## src/design/msfm_pkg.sv

```systemverilog
// Package: widths, constants and the sequencer control store for the F-measure block.
`default_nettype none
package msfm_pkg;

  localparam int unsigned PIX_W      = 8;
  localparam int unsigned COUNT_W    = 21;
  localparam int unsigned Q_W        = 17;
  localparam int unsigned FRAC_W     = 16;
  localparam int unsigned DEN_W      = COUNT_W + 2;
  localparam int unsigned CNT_W      = 5;
  localparam int unsigned PC_W       = 3;
  localparam int unsigned IN_DATA_W  = 24;
  localparam int unsigned OUT_DATA_W = 120;

  localparam logic [PIX_W-1:0]   PIX_OBJECT  = 8'd0;
  localparam logic [PIX_W-1:0]   PIX_BACK    = 8'd255;
  localparam logic [PIX_W-1:0]   MASK_ON     = 8'd255;
  localparam longint unsigned    MAX_PIXELS  = 1048576;
  localparam longint unsigned    COUNT_MAX   = (64'd1 << COUNT_W) - 64'd1;
  localparam logic [COUNT_W-1:0] COUNT_CAP   =
    (MAX_PIXELS > COUNT_MAX) ? COUNT_W'(COUNT_MAX) : COUNT_W'(MAX_PIXELS);
  localparam logic [Q_W-1:0]     THRESH_RESET = 17'd33423;
  localparam logic [Q_W-1:0]     Q_ONE        = 17'd65536;

  typedef enum logic [1:0] {
    DEN_PREC = 2'd0,
    DEN_REC  = 2'd1,
    DEN_F    = 2'd2
  } den_e;

  typedef enum logic [1:0] {
    DST_NONE = 2'd0,
    DST_PREC = 2'd1,
    DST_REC  = 2'd2,
    DST_OUT  = 2'd3
  } dst_e;

  typedef enum logic [1:0] {
    COND_TRUE = 2'd0,
    COND_LAST = 2'd1,
    COND_DONE = 2'd2,
    COND_OUT  = 2'd3
  } cond_e;

  typedef struct packed {
    logic            acc;
    logic            load;
    logic            shift;
    den_e            den;
    dst_e            dst;
    cond_e           cond;
    logic [PC_W-1:0] target;
  } ucode_t;

  localparam logic [PC_W-1:0] PC_ACC  = 3'd0;
  localparam logic [PC_W-1:0] PC_LDP  = 3'd1;
  localparam logic [PC_W-1:0] PC_DIVP = 3'd2;
  localparam logic [PC_W-1:0] PC_LDR  = 3'd3;
  localparam logic [PC_W-1:0] PC_DIVR = 3'd4;
  localparam logic [PC_W-1:0] PC_LDF  = 3'd5;
  localparam logic [PC_W-1:0] PC_DIVF = 3'd6;
  localparam logic [PC_W-1:0] PC_OUT  = 3'd7;

  function automatic ucode_t ucode_rom(input logic [PC_W-1:0] pc);
    ucode_t w;
    w = '{acc: 1'b0, load: 1'b0, shift: 1'b0, den: DEN_PREC, dst: DST_NONE,
          cond: COND_TRUE, target: PC_ACC};
    unique case (pc)
      PC_ACC: begin
        w.acc = 1'b1; w.cond = COND_LAST; w.target = PC_LDP;
      end
      PC_LDP: begin
        w.load = 1'b1; w.den = DEN_PREC; w.target = PC_DIVP;
      end
      PC_DIVP: begin
        w.shift = 1'b1; w.cond = COND_DONE; w.target = PC_LDR;
      end
      PC_LDR: begin
        w.load = 1'b1; w.den = DEN_REC; w.dst = DST_PREC; w.target = PC_DIVR;
      end
      PC_DIVR: begin
        w.shift = 1'b1; w.cond = COND_DONE; w.target = PC_LDF;
      end
      PC_LDF: begin
        w.load = 1'b1; w.den = DEN_F; w.dst = DST_REC; w.target = PC_DIVF;
      end
      PC_DIVF: begin
        w.shift = 1'b1; w.cond = COND_DONE; w.target = PC_OUT;
      end
      PC_OUT: begin
        w.dst = DST_OUT; w.cond = COND_OUT; w.target = PC_ACC;
      end
      default: begin
        w.target = PC_ACC;
      end
    endcase
    return w;
  endfunction

endpackage
`default_nettype wire

```

## src/design/masked_segmentation_f_measure_top.sv

```systemverilog
// Masked F-measure over a pixel stream: pixel counters, microcoded divider sequencer, result register.
//
// Input stream (s_axis): one pixel per transfer, mask/truth/predicted in tdata,
// tlast marks the final pixel of an image. Pixels are taken one per cycle while
// the sequencer sits in its accumulate step.
// Output stream (m_axis): one result per image, counts (a zero count is reported as 1),
// precision, recall, F-value (Q0.16) and the pass flag, held in an output register until taken.
// Configuration: cfg_we_i writes cfg_wdata_i into the pass threshold.
// Sequence: after the last pixel the sequencer runs three 16/16/17-step
// restoring divisions on one shared subtractor, plus load and store steps;
// the result is valid in the cycle after the output step loads it. s_axis_tready
// stays low until the sequencer is back in its accumulate step.
// Stall: if the previous result has not been taken, the sequencer holds at its
// output step and input stays blocked until the output register frees.
// Reset: counters clear, threshold returns to 33423, no result pending.
`default_nettype none
module masked_segmentation_f_measure_top (
  input  wire logic                               clk_i,
  input  wire logic                               rst_ni,
  input  wire logic                               s_axis_tvalid,
  output      logic                               s_axis_tready,
  // [7:0] mask_pixel, [15:8] truth_pixel, [23:16] predicted_pixel
  input  wire logic [msfm_pkg::IN_DATA_W-1:0]     s_axis_tdata,
  input  wire logic                               s_axis_tlast,
  output      logic                               m_axis_tvalid,
  input  wire logic                               m_axis_tready,
  // [20:0] true_positives, [41:21] false_positives, [62:42] false_negatives,
  // [79:63] precision_q16, [96:80] recall_q16, [113:97] f_value_q16,
  // [114] passes, [119:115] zero
  output      logic [msfm_pkg::OUT_DATA_W-1:0]    m_axis_tdata,
  input  wire logic                               cfg_we_i,
  input  wire logic [msfm_pkg::Q_W-1:0]           cfg_wdata_i
);
  import msfm_pkg::*;

  logic [PC_W-1:0]    pc_q, pc_d;
  ucode_t             uc;
  logic               cond_ok;

  logic [Q_W-1:0]     thr_q;
  logic [COUNT_W-1:0] tp_q, fp_q, fn_q, tp_d, fp_d, fn_d;
  logic [COUNT_W-1:0] tp_s_q, fp_s_q, fn_s_q;
  logic [PIX_W-1:0]   mask_px, truth_px, pred_px;
  logic               in_xfer, hit_tp, hit_fp, hit_fn;

  logic [DEN_W-1:0]   den_q, den_sel, rem_q;
  logic [DEN_W:0]     rem2, diff;
  logic               ge;
  logic [Q_W-1:0]     quo_q;
  logic [CNT_W-1:0]   cnt_q;

  logic [Q_W-1:0]     prec_q, rec_q;
  logic               out_valid_q, out_free, out_load;
  logic [COUNT_W-1:0] out_tp_q, out_fp_q, out_fn_q;
  logic [Q_W-1:0]     out_prec_q, out_rec_q, out_f_q;
  logic               out_pass_q;

  assign uc = ucode_rom(pc_q);

  assign mask_px  = s_axis_tdata[7:0];
  assign truth_px = s_axis_tdata[15:8];
  assign pred_px  = s_axis_tdata[23:16];

  assign s_axis_tready = uc.acc;
  assign in_xfer       = s_axis_tvalid && s_axis_tready;

  assign hit_tp = (mask_px == MASK_ON) && (truth_px == PIX_OBJECT) && (pred_px == PIX_OBJECT);
  assign hit_fp = (mask_px == MASK_ON) && (truth_px == PIX_BACK) && (pred_px == PIX_OBJECT);
  assign hit_fn = (mask_px == MASK_ON) && (truth_px == PIX_OBJECT) && (pred_px == PIX_BACK);

  always_comb begin
    tp_d = tp_q;
    fp_d = fp_q;
    fn_d = fn_q;
    if (in_xfer && hit_tp && (tp_q < COUNT_CAP)) tp_d = tp_q + COUNT_W'(1);
    if (in_xfer && hit_fp && (fp_q < COUNT_CAP)) fp_d = fp_q + COUNT_W'(1);
    if (in_xfer && hit_fn && (fn_q < COUNT_CAP)) fn_d = fn_q + COUNT_W'(1);
  end

  assign out_free = !out_valid_q || m_axis_tready;
  assign out_load = (uc.dst == DST_OUT) && out_free;

  always_comb begin
    unique case (uc.cond)
      COND_TRUE: cond_ok = 1'b1;
      COND_LAST: cond_ok = in_xfer && s_axis_tlast;
      COND_DONE: cond_ok = (cnt_q == CNT_W'(1));
      COND_OUT:  cond_ok = out_free;
      default:   cond_ok = 1'b0;
    endcase
    pc_d = cond_ok ? uc.target : pc_q;
  end

  always_comb begin
    unique case (uc.den)
      DEN_PREC: den_sel = DEN_W'(tp_s_q) + DEN_W'(fp_s_q);
      DEN_REC:  den_sel = DEN_W'(tp_s_q) + DEN_W'(fn_s_q);
      DEN_F:    den_sel = DEN_W'({tp_s_q, 1'b0}) + DEN_W'(fp_s_q) + DEN_W'(fn_s_q);
      default:  den_sel = '0;
    endcase
  end

  assign rem2 = {rem_q, 1'b0};
  assign diff = rem2 - {1'b0, den_q};
  assign ge   = (rem2 >= {1'b0, den_q});

  always_ff @(posedge clk_i or negedge rst_ni) begin
    if (!rst_ni) begin
      pc_q        <= PC_ACC;
      thr_q       <= THRESH_RESET;
      tp_q        <= '0;
      fp_q        <= '0;
      fn_q        <= '0;
      cnt_q       <= '0;
      out_valid_q <= 1'b0;
    end else begin
      pc_q <= pc_d;
      if (cfg_we_i) thr_q <= cfg_wdata_i;
      if (in_xfer && s_axis_tlast) begin
        tp_q <= '0;
        fp_q <= '0;
        fn_q <= '0;
      end else begin
        tp_q <= tp_d;
        fp_q <= fp_d;
        fn_q <= fn_d;
      end
      if (uc.load) begin
        cnt_q <= (uc.den == DEN_F) ? CNT_W'(Q_W) : CNT_W'(FRAC_W);
      end else if (uc.shift) begin
        cnt_q <= cnt_q - CNT_W'(1);
      end
      if (out_load) begin
        out_valid_q <= 1'b1;
      end else if (m_axis_tready) begin
        out_valid_q <= 1'b0;
      end
    end
  end

  always_ff @(posedge clk_i) begin
    if (in_xfer && s_axis_tlast) begin
      tp_s_q <= (tp_d == '0) ? COUNT_W'(1) : tp_d;
      fp_s_q <= (fp_d == '0) ? COUNT_W'(1) : fp_d;
      fn_s_q <= (fn_d == '0) ? COUNT_W'(1) : fn_d;
    end
    if (uc.dst == DST_PREC) prec_q <= quo_q;
    if (uc.dst == DST_REC)  rec_q  <= quo_q;
    if (uc.load) begin
      den_q <= den_sel;
      rem_q <= DEN_W'(tp_s_q);
      quo_q <= '0;
    end else if (uc.shift) begin
      rem_q <= ge ? diff[DEN_W-1:0] : rem2[DEN_W-1:0];
      quo_q <= {quo_q[Q_W-2:0], ge};
    end
    if (out_load) begin
      out_tp_q   <= tp_s_q;
      out_fp_q   <= fp_s_q;
      out_fn_q   <= fn_s_q;
      out_prec_q <= prec_q;
      out_rec_q  <= rec_q;
      out_f_q    <= quo_q;
      out_pass_q <= (quo_q >= thr_q);
    end
  end

  assign m_axis_tvalid = out_valid_q;
  assign m_axis_tdata  = {5'd0, out_pass_q, out_f_q, out_rec_q, out_prec_q,
                          out_fn_q, out_fp_q, out_tp_q};

  a_last_clears: assert property (@(posedge clk_i) disable iff (!rst_ni)
    (in_xfer && s_axis_tlast) |=> (tp_q == '0 && fp_q == '0 && fn_q == '0))
    else $error("counters not cleared after last pixel");

  a_div_count: assert property (@(posedge clk_i) disable iff (!rst_ni)
    uc.shift |-> (cnt_q != '0))
    else $error("divider step with exhausted count");

  a_q16_range: assert property (@(posedge clk_i) disable iff (!rst_ni)
    out_valid_q |-> (out_prec_q < Q_ONE && out_rec_q < Q_ONE && out_f_q <= Q_ONE))
    else $error("quotient out of Q0.16 range");

  a_no_input_busy: assert property (@(posedge clk_i) disable iff (!rst_ni)
    (in_xfer && s_axis_tlast) |=> !s_axis_tready)
    else $error("input taken while sequencer busy");

endmodule
`default_nettype wire
```

## config.mk

```make
export PLATFORM = sky130hd
export DESIGN_NAME = masked_segmentation_f_measure_top
export DESIGN_NICKNAME = d
export VERILOG_FILES = /design/src/design/msfm_pkg.sv /design/src/design/masked_segmentation_f_measure_top.sv
export SDC_FILE = /design/constraint.sdc
export NUM_CORES = 1
export LEC_CHECK = 0
export BUFFER_PORTS_ARGS = -buffer_cell sky130_fd_sc_hd__buf_2
export CAP_MARGIN = 20
export CORE_ASPECT_RATIO = 1.1
export CORE_MARGIN = 1.5
export CORE_UTILIZATION = 50
export DETAILED_ROUTE_END_ITERATION = 8
export GPL_TIMING_DRIVEN = 0
export PLACE_DENSITY_LB_ADDON = 0.05
export SKIP_CTS_REPAIR_TIMING = 1
export SYNTH_ARGS = -nofsm -noshare
export SYNTH_HDL_FRONTEND = slang
export SYNTH_SLANG_ARGS = --single-unit
```

## constraint.sdc

```tcl
create_clock -name clk_i -period 13.1 [get_ports clk_i]
set_input_delay 1.31 -clock clk_i [delete_from_list [all_inputs] [get_ports clk_i]]
set_output_delay 1.31 -clock clk_i [all_outputs]
set_load 0.01 [all_outputs]
```

# Word level (Yosys, flattened, before mapping)
# Index checks and enable logic that the tools add are counted.
dict set report word_totals {
  regBits 364
  output_inout_bits 122
  elab_cells 107
}
dict set report op_classes {
  add_sub_neg 9
  magnitude_cmp 5
  n_eq_ne 19
  muxes 23
  n_reduce_logical 28
}
# operator n
set ops {}
lappend ops {{21-bit two-way mux} 8}
lappend ops {{23-bit one-hot mux with 3 select lines} 1}
lappend ops {{21-bit by 1-bit adder with 21-bit output (second input constant)} 3}
lappend ops {{21-bit logical NOT} 3}
lappend ops {{21-bit < comparator (second input constant)} 3}
lappend ops {{21-bit by 21-bit adder with 22-bit output} 2}
lappend ops {{8-bit equality test (second input constant)} 3}
lappend ops {{24-bit by 23-bit greater-or-equal comparator with 1-bit output} 1}
lappend ops {{3-bit one-hot mux with 8 select lines} 1}
lappend ops {{22-bit by 21-bit adder with 23-bit output} 1}
lappend ops {{23-bit by 21-bit adder with 23-bit output} 1}
lappend ops {{23-bit two-way mux} 1}
lappend ops {{23-bit subtractor} 1}
lappend ops {{17-bit greater-or-equal comparator} 1}
lappend ops {{8-bit logical NOT} 2}
lappend ops {{1-bit logical AND} 14}
lappend ops {{3-bit equality test (second input constant)} 4}
lappend ops {{2-bit one-hot mux with 3 select lines} 2}
lappend ops {{2-bit equality test (second input constant)} 5}
lappend ops {{5-bit two-way mux} 2}
lappend ops {{2-bit by 1-bit equality test with 1-bit output (second input constant)} 3}
lappend ops {{3-bit by 2-bit equality test with 1-bit output (second input constant)} 2}
lappend ops {{1-bit two-way mux} 6}
lappend ops {{3-bit OR reduction} 2}
lappend ops {{other kinds (10)} 12}

# Depth between registers and ports, before layout
# Gate-level depths: netlist (run 1).
dict set report logic_depth {
  word_depth 7
  ltp_mapped 15
  ltp_nobuf 14
}

# Worst setup path before layout (run 1)
# No wires, ideal clock.
dict set report synth_path {
  path_type {input-to-reg}
  startpoint {input port m_axis_tready}
  endpoint {register out_f_q[0], enable pin}
  arrival_ps 6149
  t_required_ps 12509
  setup_slack_ps 6360
  stages 2
  cell_sequence {nor2b_1 > nor2_1}
}
dict set report synth_via {
  elab_chain_cells 2
}
# element line
set synth_lines {}
lappend synth_lines {{start: declaration} masked_segmentation_f_measure_top.sv:26} ;# input wire logic m_axis_tready,
lappend synth_lines {{1-bit logical OR} masked_segmentation_f_measure_top.sv:80} ;# assign out_free = !out_valid_q || m_axis_tready;
lappend synth_lines {{1-bit logical AND} masked_segmentation_f_measure_top.sv:81} ;# assign out_load = (uc.dst == DST_OUT) && out_free;
lappend synth_lines {{net out_load} masked_segmentation_f_measure_top.sv:53} ;# logic out_valid_q, out_free, out_load;
lappend synth_lines {{end signal: assignment} masked_segmentation_f_measure_top.sv:163} ;# out_f_q <= quo_q;
lappend synth_lines {{end: declaration} masked_segmentation_f_measure_top.sv:55} ;# logic [Q_W-1:0] out_prec_q, out_rec_q, out_f_q;
# The timed path passes the listed nets, and every way through them passes these cells.
# A chain may end at the register's enable or synchronous reset.

# Worst setup path after layout (run 1)
dict set report layout_path {
  startpoint {register pc_q[0]}
  endpoint {register den_q[20], data pin}
}
dict set report layout_via {
  elab_chain_cells 4
  elab_cells_between_ends 7
  cone_classes {eq/ne: 4; mux: 2; reduce/logical: 1}
}
# element line
set layout_lines {}
lappend layout_lines {{start: declaration} masked_segmentation_f_measure_top.sv:36} ;# logic [PC_W-1:0] pc_q, pc_d;
lappend layout_lines {{start signal: assignment} masked_segmentation_f_measure_top.sv:117} ;# pc_q <= pc_d;
lappend layout_lines {{3-bit equality test or 3-bit by 2-bit equality test with 1-bit output (tied branches)} msfm_pkg.sv:68} ;# unique case (pc)
lappend layout_lines {{2-bit one-hot mux with 2 select lines (*)} msfm_pkg.sv:68}
lappend layout_lines {{2-bit equality test (tied with other cells)} masked_segmentation_f_measure_top.sv:95} ;# unique case (uc.den)
lappend layout_lines {{23-bit one-hot mux with 3 select lines (*)} masked_segmentation_f_measure_top.sv:95}
lappend layout_lines {{net den_sel[20]} masked_segmentation_f_measure_top.sv:46} ;# logic [DEN_W-1:0] den_q, den_sel, rem_q;
lappend layout_lines {{end signal: assignment} masked_segmentation_f_measure_top.sv:150} ;# den_q <= den_sel;
lappend layout_lines {{end: declaration} masked_segmentation_f_measure_top.sv:46}
# Mark *: on every way through the listed nets, which the timed path passes. The rest lies on a longest branch.

==> results of run 1 <==
==> final timing paths <==
check                                    start                       to  cells after the start
max                        pc_q[0]$_DFFE_PN0P_      den_q[20]$_DFFE_PN_                     15
min                        prec_q[3]$_DFFE_PN_  out_prec_q[3]$_DFFE_PP_                      0
max reg2reg                pc_q[0]$_DFFE_PN0P_      den_q[20]$_DFFE_PN_                     15
min reg2reg                prec_q[3]$_DFFE_PN_  out_prec_q[3]$_DFFE_PP_                      0
max in group asynchronous               rst_ni     thr_q[9]$_DFFE_PN1P_                      2
min in group asynchronous               rst_ni       fn_q[11]$_DFF_PN0_                      1
==> kinds of logic after synthesis <==
kind of cell / Yosys count / share of synthesized area [%]
muxes: 46 / 2.676
xor gates and xnor gates: 113 / 5.386
AOI/OAI and AO/OA: 280 / 9.893
DFF: 364 / 56.07
and+or+nand+nor: 493 / 13.99
adders and majority gates: 116 / 8.838
other: 1 / 0.02041
buffers and inverters: 144 / 3.125
==> worst reg2reg max path, delay by kind of cell, from the launching register on <==
kind / cells / cell delay, ps
adders and majority gates: 3 / 860
and+or+nand+nor: 3 / 590
muxes: 2 / 390
buffers and inverters: 2 / 600
xor gates and xnor gates: 1 / 140
DFF: 1 / 410
AOI/OAI and AO/OA: 4 / 1330
==> registers in the layout, indices dropped and copies added, names as in the netlist, 5 cells and up <==
register    flops
rem_q          23
fp_q           21
cnt_q           5
tp_q           21
fn_s_q         21
quo_q          17
out_rec_q      17
fn_q           21
out_f_q        17
out_tp_q       21
out_fn_q       21
den_q          23
thr_q          17
rec_q          17
out_prec_q     17
fp_s_q         21
tp_s_q         21
prec_q         17
out_fp_q       21
==> layout by cell type (no fill, tap or decap), types with 7 or more instances in the layout <==
cell,count
a211oi_1,10
a21o_1,25
a21oi_1,80
a31oi_1,10
and2_1,15
and3_1,25
and4_1,7
buf_2,165
buf_4,7
clkbuf_1,38
clkbuf_16,39
dfrtp_1,82
dfstp_2,7
dfxtp_1,19
edfxtp_1,256
fa_1,23
ha_1,93
inv_1,97
mux2_2,24
mux2i_1,21
nand2_1,132
nand2b_1,11
nand3_1,45
nand4_1,35
nor2_1,101
nor2b_1,39
nor3_1,22
nor4_1,11
o211ai_1,11
o21a_1,10
o21ai_0,53
o21ai_1,12
or3_1,10
xnor2_1,59
xor2_1,54
==> area by class of cell <==
cell class / instances / area, um2
fillers: 3076 / 14890
flip-flops and latches: 364 / 10300
multi-input cells: 1053 / 7523
clock buffers: 49 / 1044
repair buffers: 170 / 983.4
well taps: 487 / 609.3
inverters: 98 / 367.9
clock inverters: 21 / 236.5
plain buffers: 46 / 211.5
diodes: 2 / 5.005
==> where the power goes <==
group,total (W),switching (W),internal [W]
Clock,0.00110,0.000452,0.000649
Sequential,0.00123,0.00000151,0.00123
Combinational,0.0000338,0.0000197,0.0000141
==> layer usage <==
metal	global-route usage, %	routed length [um]
met4	9.274	1514
met3	3.314	1971
met2	40.55	21760
met1	31.59	19090
met5	0	0
==> synthesized netlist by cell type, types with 5 or more instances <==
cell | instances | area (um2)
nor2_1 | 103 | 386.6
a211o_1 | 5 | 43.79
ha_1 | 93 | 1164
nor4_1 | 11 | 68.82
mux2i_1 | 21 | 210.2
o21ai_0 | 53 | 265.3
and2_1 | 15 | 93.84
or3_1 | 10 | 62.56
o41ai_1 | 6 | 52.55
fa_1 | 23 | 460.4
nand4_1 | 35 | 219.0
and3_1 | 25 | 156.4
clkbuf_1 | 33 | 123.9
dfxtp_1 | 19 | 380.4
a31o_2 | 5 | 43.79
nor2b_1 | 39 | 244.0
and4_1 | 7 | 61.31
xnor2_1 | 59 | 516.8
nand2b_1 | 11 | 68.82
inv_1 | 97 | 364.1
a21o_1 | 25 | 187.7
nand3_1 | 45 | 225.2
xor2_1 | 54 | 473.0
a221o_1 | 6 | 60.06
o211ai_1 | 11 | 82.58
dfstp_2 | 7 | 183.9
mux2_2 | 24 | 270.3
o21bai_1 | 5 | 37.54
a21oi_1 | 80 | 400.4
o21a_1 | 10 | 75.07
buf_4 | 6 | 45.04
o21ai_1 | 12 | 60.06
dfrtp_1 | 82 | 2052
or4_1 | 6 | 45.04
a21boi_0 | 6 | 45.04
a211oi_1 | 10 | 75.07
a31oi_1 | 10 | 62.56
o31ai_1 | 5 | 37.54
nand2_1 | 132 | 495.5
nor3_1 | 22 | 110.1
edfxtp_1 | 256 | 7687
==> stage by stage <==
| stage | cell area [um2] | util (%) | hold slack, ps | power (W) | setup slack [ps] |
|---|---|---|---|---|---|
| after CTS | 21280 | 58.83 | 418.4 | 0.002388 | 8460 |
| after global routing | 21280 | 58.85 | 423.0 | 0.002434 | 8086 |
| final | 21280 | 58.85 | 419.0 | 0.002362 | 8498 |
| after detailed placement | 20000 | 55.29 | 404.5 | 0.001285 | 8381 |
| after global placement | 19820 | 54.79 | 401.5 | 0.001283 | 3883 |
| after floorplan | 18390 | - | 400.3 | 0.001266 | 6360 |
==> run summary, run 1 <==
outcome -> finished clean
Die Ht -> 204.1 um
Final ANT Viol Nets -> 0
Final Cycle Share -> 35.13%
setup total negative slack -> 0 ps
initial drt markers -> 806
worst-path fanout max -> 10
Worst-path clk slew -> 60 ps
HP Class -> reg -> reg
CP top delay family -> compound AO/OA/AOI/OAI gates
gr usage total -> 24.10%
placed cells -> 2,218
GRT overflow -> 0
vias in the first global route -> 12,340
warnings from Yosys -> 0
register area share after synthesis -> 56.07%
DP HPWL -> 33.93 mm
Slew Limit Fails -> 0
Post-synth EDFFs -> 256
Main synth FF type -> edfxtp_1
power density over cell area -> 111.0 nW/um2
Die ar. -> 37,910 um2
Seq cells post-synth -> 364
Worst Path Arrival -> 4850 ps
largest net degree at the start of global routing -> 63
Max H-tree Level -> 2
Nets -> 1,934
core footprint -> 36,170 um2
Starting Density -> 50.81%
die extent in x -> 185.8 um
Hold Fails Final Rpt -> 0
row count -> 73
crit path cell chain -> ha_1 -> nor2b_1 -> clkbuf_1 -> mux2_2 -> ha_1 -> inv_1 -> fa_1 -> nor2b_1 -> o2111a_1 -> nor3_1 -> o31ai_1 -> a21oi_1 -> o21ai_0 -> xnor2_1 -> mux2i_1
Port-buffer cells -> 163
crit start category -> flip-flop
proportion of layout cells with a drive suffix above 1 -> 16.44%
CTS Sinks -> 364
Setup crit end kind -> flip-flop
RD Place Congestion -> 0.8655
first-pass GRT wire length -> 68.99 mm
slowest stage cell, crit path -> o31ai_1
Cells after Synth -> 1,557
I/O pins -> 169
CTS Buf Count -> 38
routed len/inst -> 19.36 um
final clock skew -> 20.95 ps
maximum VDD drop -> 0.09157 mV
ys async rst share -> 24.45%
Max Cap Viol -> 0
RSZ-0062 raised after global routing -> false
maximum clock path buffer count -> 3
Slew @ Worst Pin -> 899.0 ps
Final Non-Filler Cells -> 2,290
count of final setup violators -> 0
Worst Path Required -> 13,350 ps
synthesis-to-finish area growth -> 15.82%
slowest stage delay, CP -> 610 ps
WP buf/inv -> 2
Avg Inst Size Synth -> 11.80 um2
DR vias/cell -> 5.486
via count -> 12,560
Crit Path Class -> reg -> reg
Worst R2R Setup Slack -> 8500 ps
Root Buffer -> clkbuf_16
Worst slew margin -> 39.51%
DR DRC count -> 0
antenna violations before repair -> 2
Total Wirelength -> 44.34 mm
FMAX -> 0.2173 GHz
synthesized cell area -> 18,380 um2
Yosys cell types -> 83
Worst-Skew Late Latency -> 540 ps
LEAKAGE -> 8.931 nW
Pre-Repair DR Iteration Count -> 5
CTS tree -> done
minimum clock period -> 4602 ps
Power figures use the tool's default switching activity.
==> run 2: changes to the inputs <==
==> constraint.sdc (replaced) <==
create_clock -name clk_i -period 3.82 [get_ports clk_i]
set_input_delay 0.382 -clock clk_i [delete_from_list [all_inputs] [get_ports clk_i]]
set_output_delay 0.382 -clock clk_i [all_outputs]
set_load 0.01 [all_outputs]
==> run 2 against run 1 <==
Net effect: sequential power grew to 3.4 times the previous value; wire length up 1.5%; flip-flop and latch count unchanged; register-to-register slack got worse by 8400 ps; worst hold slack got worse by 360 ps; via count grew 1.1%; clock skew increased by 11 ps; critical path type unchanged; highest routed layer unchanged.
==> run summary, run 2 (synthesis gave the netlist of run 1 again) <==
Final Cycle Share -> 97.23%
Final ANT Viol Nets -> 0
power density over cell area -> 392.4 nW/um2
maximum VDD drop -> 0.3329 mV
commonest non-fill, non-tap cell in the layout -> edfxtp_1
Worst-path clk slew -> 70 ps
crit path cell chain -> ha_2 -> nor2b_4 -> buf_4 -> mux2_2 -> ha_1 -> or3_1 -> o21ai_0 -> a211o_1 -> nand4b_1 -> a21o_1 -> a31oi_1 -> xor2_1 -> mux2i_1
final worst slack -> 105.8 ps
GR Util met2 -> 41.91%
I/O pins -> 169
GRT overflow -> 0
placed cells -> 2,218
proportion of layout cells with a drive suffix above 1 -> 18.10%
row count -> 73
Die ar. -> 37,910 um2
first-pass GRT wire length -> 69.47 mm
synthesis-to-finish area growth -> 17.38%
RSZ-0062 raised after global routing -> true
gr usage total -> 24.17%
CP top delay family -> simple AND/OR/NAND/NOR gates
initial drt markers -> 781
crit start category -> flip-flop
crit path launch -> pc_q[1]$_DFFE_PN0P_
CTS tree -> done
worst r2r dst -> den_q[19]$_DFFE_PN_
Worst Path Required -> 4070 ps
Worst-Skew Late Latency -> 540 ps
FMAX -> 0.2692 GHz
Starting Density -> 50.81%
reg2reg path depth -> 13
met3 usage -> 2.994%
NetSw -> 0.001652 W
routed len/inst -> 19.56 um
Die Ht -> 204.1 um
Worst R2R Setup Slack -> 110 ps
Clk pwr share -> 48.9%
Fillers -> 3,058
Slew Limit Fails -> 0
Slew @ Worst Pin -> 965.8 ps
Port-buffer cells -> 163
die extent in x -> 185.8 um
CTS Sinks -> 364
antenna violations before repair -> 0
DP HPWL -> 34.07 mm
P_int -> 0.006811 W
via count -> 12,700
most frequent cells in the layout -> edfxtp_1 (256), buf_2 (165), nand2_1 (132)
core footprint -> 36,170 um2
global-route layer with the greatest usage -> met2
DR vias/cell -> 5.521
largest registers -> den_q (23), rem_q (23)
CTS Buf Count -> 38
pre-CTS setup slack -> -801.3 ps
Combinational Power Share -> 1.4%
worst-path fanout max -> 10
outcome -> finished clean
Final Non-Filler Cells -> 2,300
final clock skew -> 31.71 ps
worst hold slack -> 60.48 ps
maximum clock path buffer count -> 3
HP Class -> in -> reg
RR Startpoint -> pc_q[1]$_DFFE_PN0P_
Setup crit end kind -> flip-flop
vias in the first global route -> 12,460
Pre-Repair DR Iteration Count -> 5
Worst Path Arrival -> 3960 ps
Total Wirelength -> 44.99 mm
WP buf/inv -> 1
Hold Fails Final Rpt -> 0
met1 Resource Use GR -> 31.16%
slowest stage delay, CP -> 400 ps
Flop pwr share -> 49.7%
DR DRC count -> 0
critical path depth in cells -> 13
CP endpoint -> den_q[19]$_DFFE_PN_
count of final setup violators -> 0
slowest stage cell, crit path -> dfrtp_1
Root Buffer -> clkbuf_16
LEAKAGE -> 9.027 nW
Worst slew margin -> 35.61%
Nets -> 1,945
Crit Path Class -> reg -> reg
minimum clock period -> 3714 ps
Max H-tree Level -> 2
setup total negative slack -> 0 ps
switching share of power -> 19.52%
largest net degree at the start of global routing -> 55
RD Place Congestion -> 0.8973
final core occ -> 59.63%
Max Cap Viol -> 0
## run 2: cell types whose count changed in the layout (fill, tap and decap cells not counted), sizes merged
cell	delta
buf	+12
clkbuf	-6
bufinv	+5
clkinvlp	+4
clkinv	-3
inv	-2
diode	-1
dlygate4sd3	+1
## run 2: worst min path at each step
stage,cells past startpoint,slack (ps),start,to
floorplan,0,90,rst_ni,cnt_q[0]$_DFFE_PN0P_
finish,3,60,cfg_wdata_i[10],thr_q[10]$_DFFE_PN0P_
CTS,1,-80,rst_ni,fp_q[16]$_DFF_PN0_
global route,3,50,cfg_wdata_i[12],thr_q[12]$_DFFE_PN0P_
global placement,0,400,rec_q[8]$_DFFE_PN_,out_rec_q[8]$_DFFE_PP_
detailed placement,0,400,prec_q[2]$_DFFE_PN_,out_prec_q[2]$_DFFE_PP_
## run 2: per-layer routing
| metal | vias up | wire, um |
|---|---|---|
| met3 | 84 | 1631 |
| met2 | 292 | 22450 |
| met4 | 0 | 1422 |
| met5 | - | 0 |
| met1 | 6209 | 19490 |
| li1 | 6114 | - |
## run 2: cell type report
cell class | instances | area, um2 | share of cell area [%]
timing repair buffer | 181 | 1039 | 4.815
multi-input combinational | 1053 | 7604 | 35.25
inverter | 98 | 367.9 | 1.705
clock buffer | 45 | 1030 | 4.774
antenna | 1 | 2.502 | 0.01160
tap | 487 | 609.3 | 2.825
buffer | 46 | 220.2 | 1.021
clock inverter | 25 | 392.9 | 1.821
sequential | 364 | 10300 | 47.78
## run 2: power by group through the flow
stage / Sequential [W] / Clock [W] / Combinational, W
after detailed placement: 0.00429 / 0 / 0.000117
after CTS: 0.00421 / 0.00420 / 0.000118
after global placement: 0.00429 / 0 / 0.000111
final: 0.00421 / 0.00414 / 0.000117
after floorplan: 0.00429 / 0 / 0.0000532
after global routing: 0.00421 / 0.00436 / 0.000137
## run 2: tightest hold or removal path: stages
cell and delay (ps):
buf_2 80, nand2_1 40, o21ai_0 60
## run 2: per-stage QoR
stage | total power [W] | cell area, um2
floorplan | 0.004342 | 18400
global placement | 0.004401 | 19830
detailed placement | 0.004407 | 19970
CTS | 0.008530 | 21390
global route | 0.008707 | 21570
finish | 0.008463 | 21570
==> run 3: changes to the inputs <==
--- a/config.mk
+++ b/config.mk
@@ -9,7 +9,7 @@
 export CAP_MARGIN = 20
 export CORE_ASPECT_RATIO = 1.1
 export CORE_MARGIN = 1.5
-export CORE_UTILIZATION = 50
+export CORE_UTILIZATION = 51
 export DETAILED_ROUTE_END_ITERATION = 8
 export GPL_TIMING_DRIVEN = 0
 export PLACE_DENSITY_LB_ADDON = 0.05
==> run 3 against run 2 <==
Net effect: via count increased by 0.47%; power decreased by 5.2%; first-iteration DRC count increased by 16%; sequential power about the same; non-clock buffer count decreased by 2; sequential share of layout area increased by 0.36 points; design area decreased by 0.75%; combinational power about the same; critical endpoint is now den_q[16]$_DFFE_PN_; largest power group unchanged.
==> run summary, run 3 (synthesis gave the netlist of run 1 again) <==
antenna violations before repair -> 2
CTS tree -> done
via count -> 12,760
Hold Fails Final Rpt -> 0
worst r2r dst -> den_q[16]$_DFFE_PN_
Worst Path Required -> 4070 ps
Max Cap Viol -> 0
hold path start -> cfg_wdata_i[10]
Final Cycle Share -> 97.41%
initial drt markers -> 906
CTS Buf Count -> 39
row count -> 72
Root Buffer -> clkbuf_16
Worst slew margin -> 31.37%
crit path launch -> tp_s_q[6]$_SDFFCE_PN0P_
maximum VDD drop -> 0.4066 mV
core footprint -> 35,310 um2
largest registers -> den_q (23), rem_q (23)
Crit Path Class -> reg -> reg
worst-path fanout max -> 7
final core occ -> 60.62%
commonest non-fill, non-tap cell in the layout -> edfxtp_1
minimum clock period -> 3721 ps
maximum clock path buffer count -> 3
count of final setup violators -> 0
Die ar. -> 37,180 um2
FMAX -> 0.2687 GHz
DR DRC count -> 0
RR Startpoint -> tp_s_q[6]$_SDFFCE_PN0P_
most frequent cells in the layout -> edfxtp_1 (256), buf_2 (165), nand2_1 (132)
power density over cell area -> 374.9 nW/um2
setup total negative slack -> 0 ps
Final ANT Viol Nets -> 0
synthesis-to-finish area growth -> 16.50%
gr usage total -> 24.12%
Nets -> 1,944
CP endpoint -> den_q[16]$_DFFE_PN_
Worst Path Arrival -> 3970 ps
GRT overflow -> 0
die extent in x -> 184.0 um
Pre-Repair DR Iteration Count -> 5
I/O pins -> 169
routed len/inst -> 19.30 um
HP Class -> in -> reg
crit start category -> flip-flop
Setup crit end kind -> flip-flop
worst hold slack -> 51.28 ps
Max H-tree Level -> 2
Worst-Skew Late Latency -> 540 ps
reg2reg path depth -> 10
Total Wirelength -> 44.25 mm
proportion of layout cells with a drive suffix above 1 -> 17.67%
outcome -> finished clean
LEAKAGE -> 8.972 nW
CTS Sinks -> 364
Port-buffer cells -> 163
Worst R2R Setup Slack -> 100 ps
Slew Limit Fails -> 0
final clock skew -> 24.16 ps
vias in the first global route -> 12,290
DR vias/cell -> 5.564
Die Ht -> 202.1 um
Slew @ Worst Pin -> 1029 ps
largest net degree at the start of global routing -> 65
first-pass GRT wire length -> 68.17 mm
RD Place Congestion -> 0.8850
Starting Density -> 52.04%
DP HPWL -> 33.59 mm
Worst-path clk slew -> 60 ps
==> run 3: changes by cell type in the layout (fill, tap and decap cells not counted), moves of 3 or more <==
cell,delta
buf_4,-3
clkinv_2,+3
clkinv_1,+3
buf_12,-3
bufinv_16,-6
==> run 3: stage by stage <==
step / cell area, um2 / setup WS (ps) / total power (W) / cells
final: 21410 / 98.77 / 0.008026 / 2293
after global routing: 21410 / -62.90 / 0.008274 / 2293
after CTS: 21220 / -869.2 / 0.008112 / 2282
after detailed placement: 19960 / -831.7 / 0.004407 / 2211
after global placement: 19820 / -780.4 / 0.004401 / 2205
after floorplan: 18400 / 99.90 / 0.004342 / 1561
==> run 3: how the worst min path moves through the flow <==
stage | endpoint | slack, ps | cells past startpoint
3_3_place_gp | out_prec_q[5]$_DFFE_PP_ | 400 | 0
3_5_place_dp | fn_q[14]$_DFF_PN0_ | 330 | 1
2_1_floorplan | cnt_q[0]$_DFFE_PN0P_ | 90 | 0
4_1_cts | fn_q[15]$_DFF_PN0_ | -250 | 1
5_1_grt | thr_q[11]$_DFFE_PN0P_ | 60 | 3
6_report | thr_q[10]$_DFFE_PN0P_ | 50 | 3
==> run 3: power by group <==
group          total (W)  internal, W  switching (W)
Clock            0.00370      0.00215        0.00155
Combinational   0.000117    0.0000490      0.0000683
Sequential       0.00421      0.00420     0.00000514
==> run 3: area by class of cell <==
class,count,area (um2)
timing repair buffer,179,1026
antenna,1,2.502
multi-input combinational,1053,7614
clock buffer,47,1027
sequential,364,10300
tap,481,601.8
buffer,46,229.0
fill,2912,13910
clock inverter,24,235.2
inverter,98,367.9
==> run 3: layer usage <==
metal,wire (um),part of all wire [%],vias to the layer above,global-route usage [%]
li1,-,-,6114,-
met1,18760,42,6194,31.57
met2,21640,49,365,41.10
met3,2111,4.8,86,2.829
met4,1741,3.9,0,9.280
met5,0,0,-,0
==> run 3: critical path: stages, from the launching register on <==
cell	delay [ps]
edfxtp_1	530
fa_1	520
ha_1	390
a2111o_1	450
a21o_1	210
a2111oi_2	360
nor3_2	150
a221oi_2	300
nor2b_1	200
xor2_1	240
a21oi_1	100
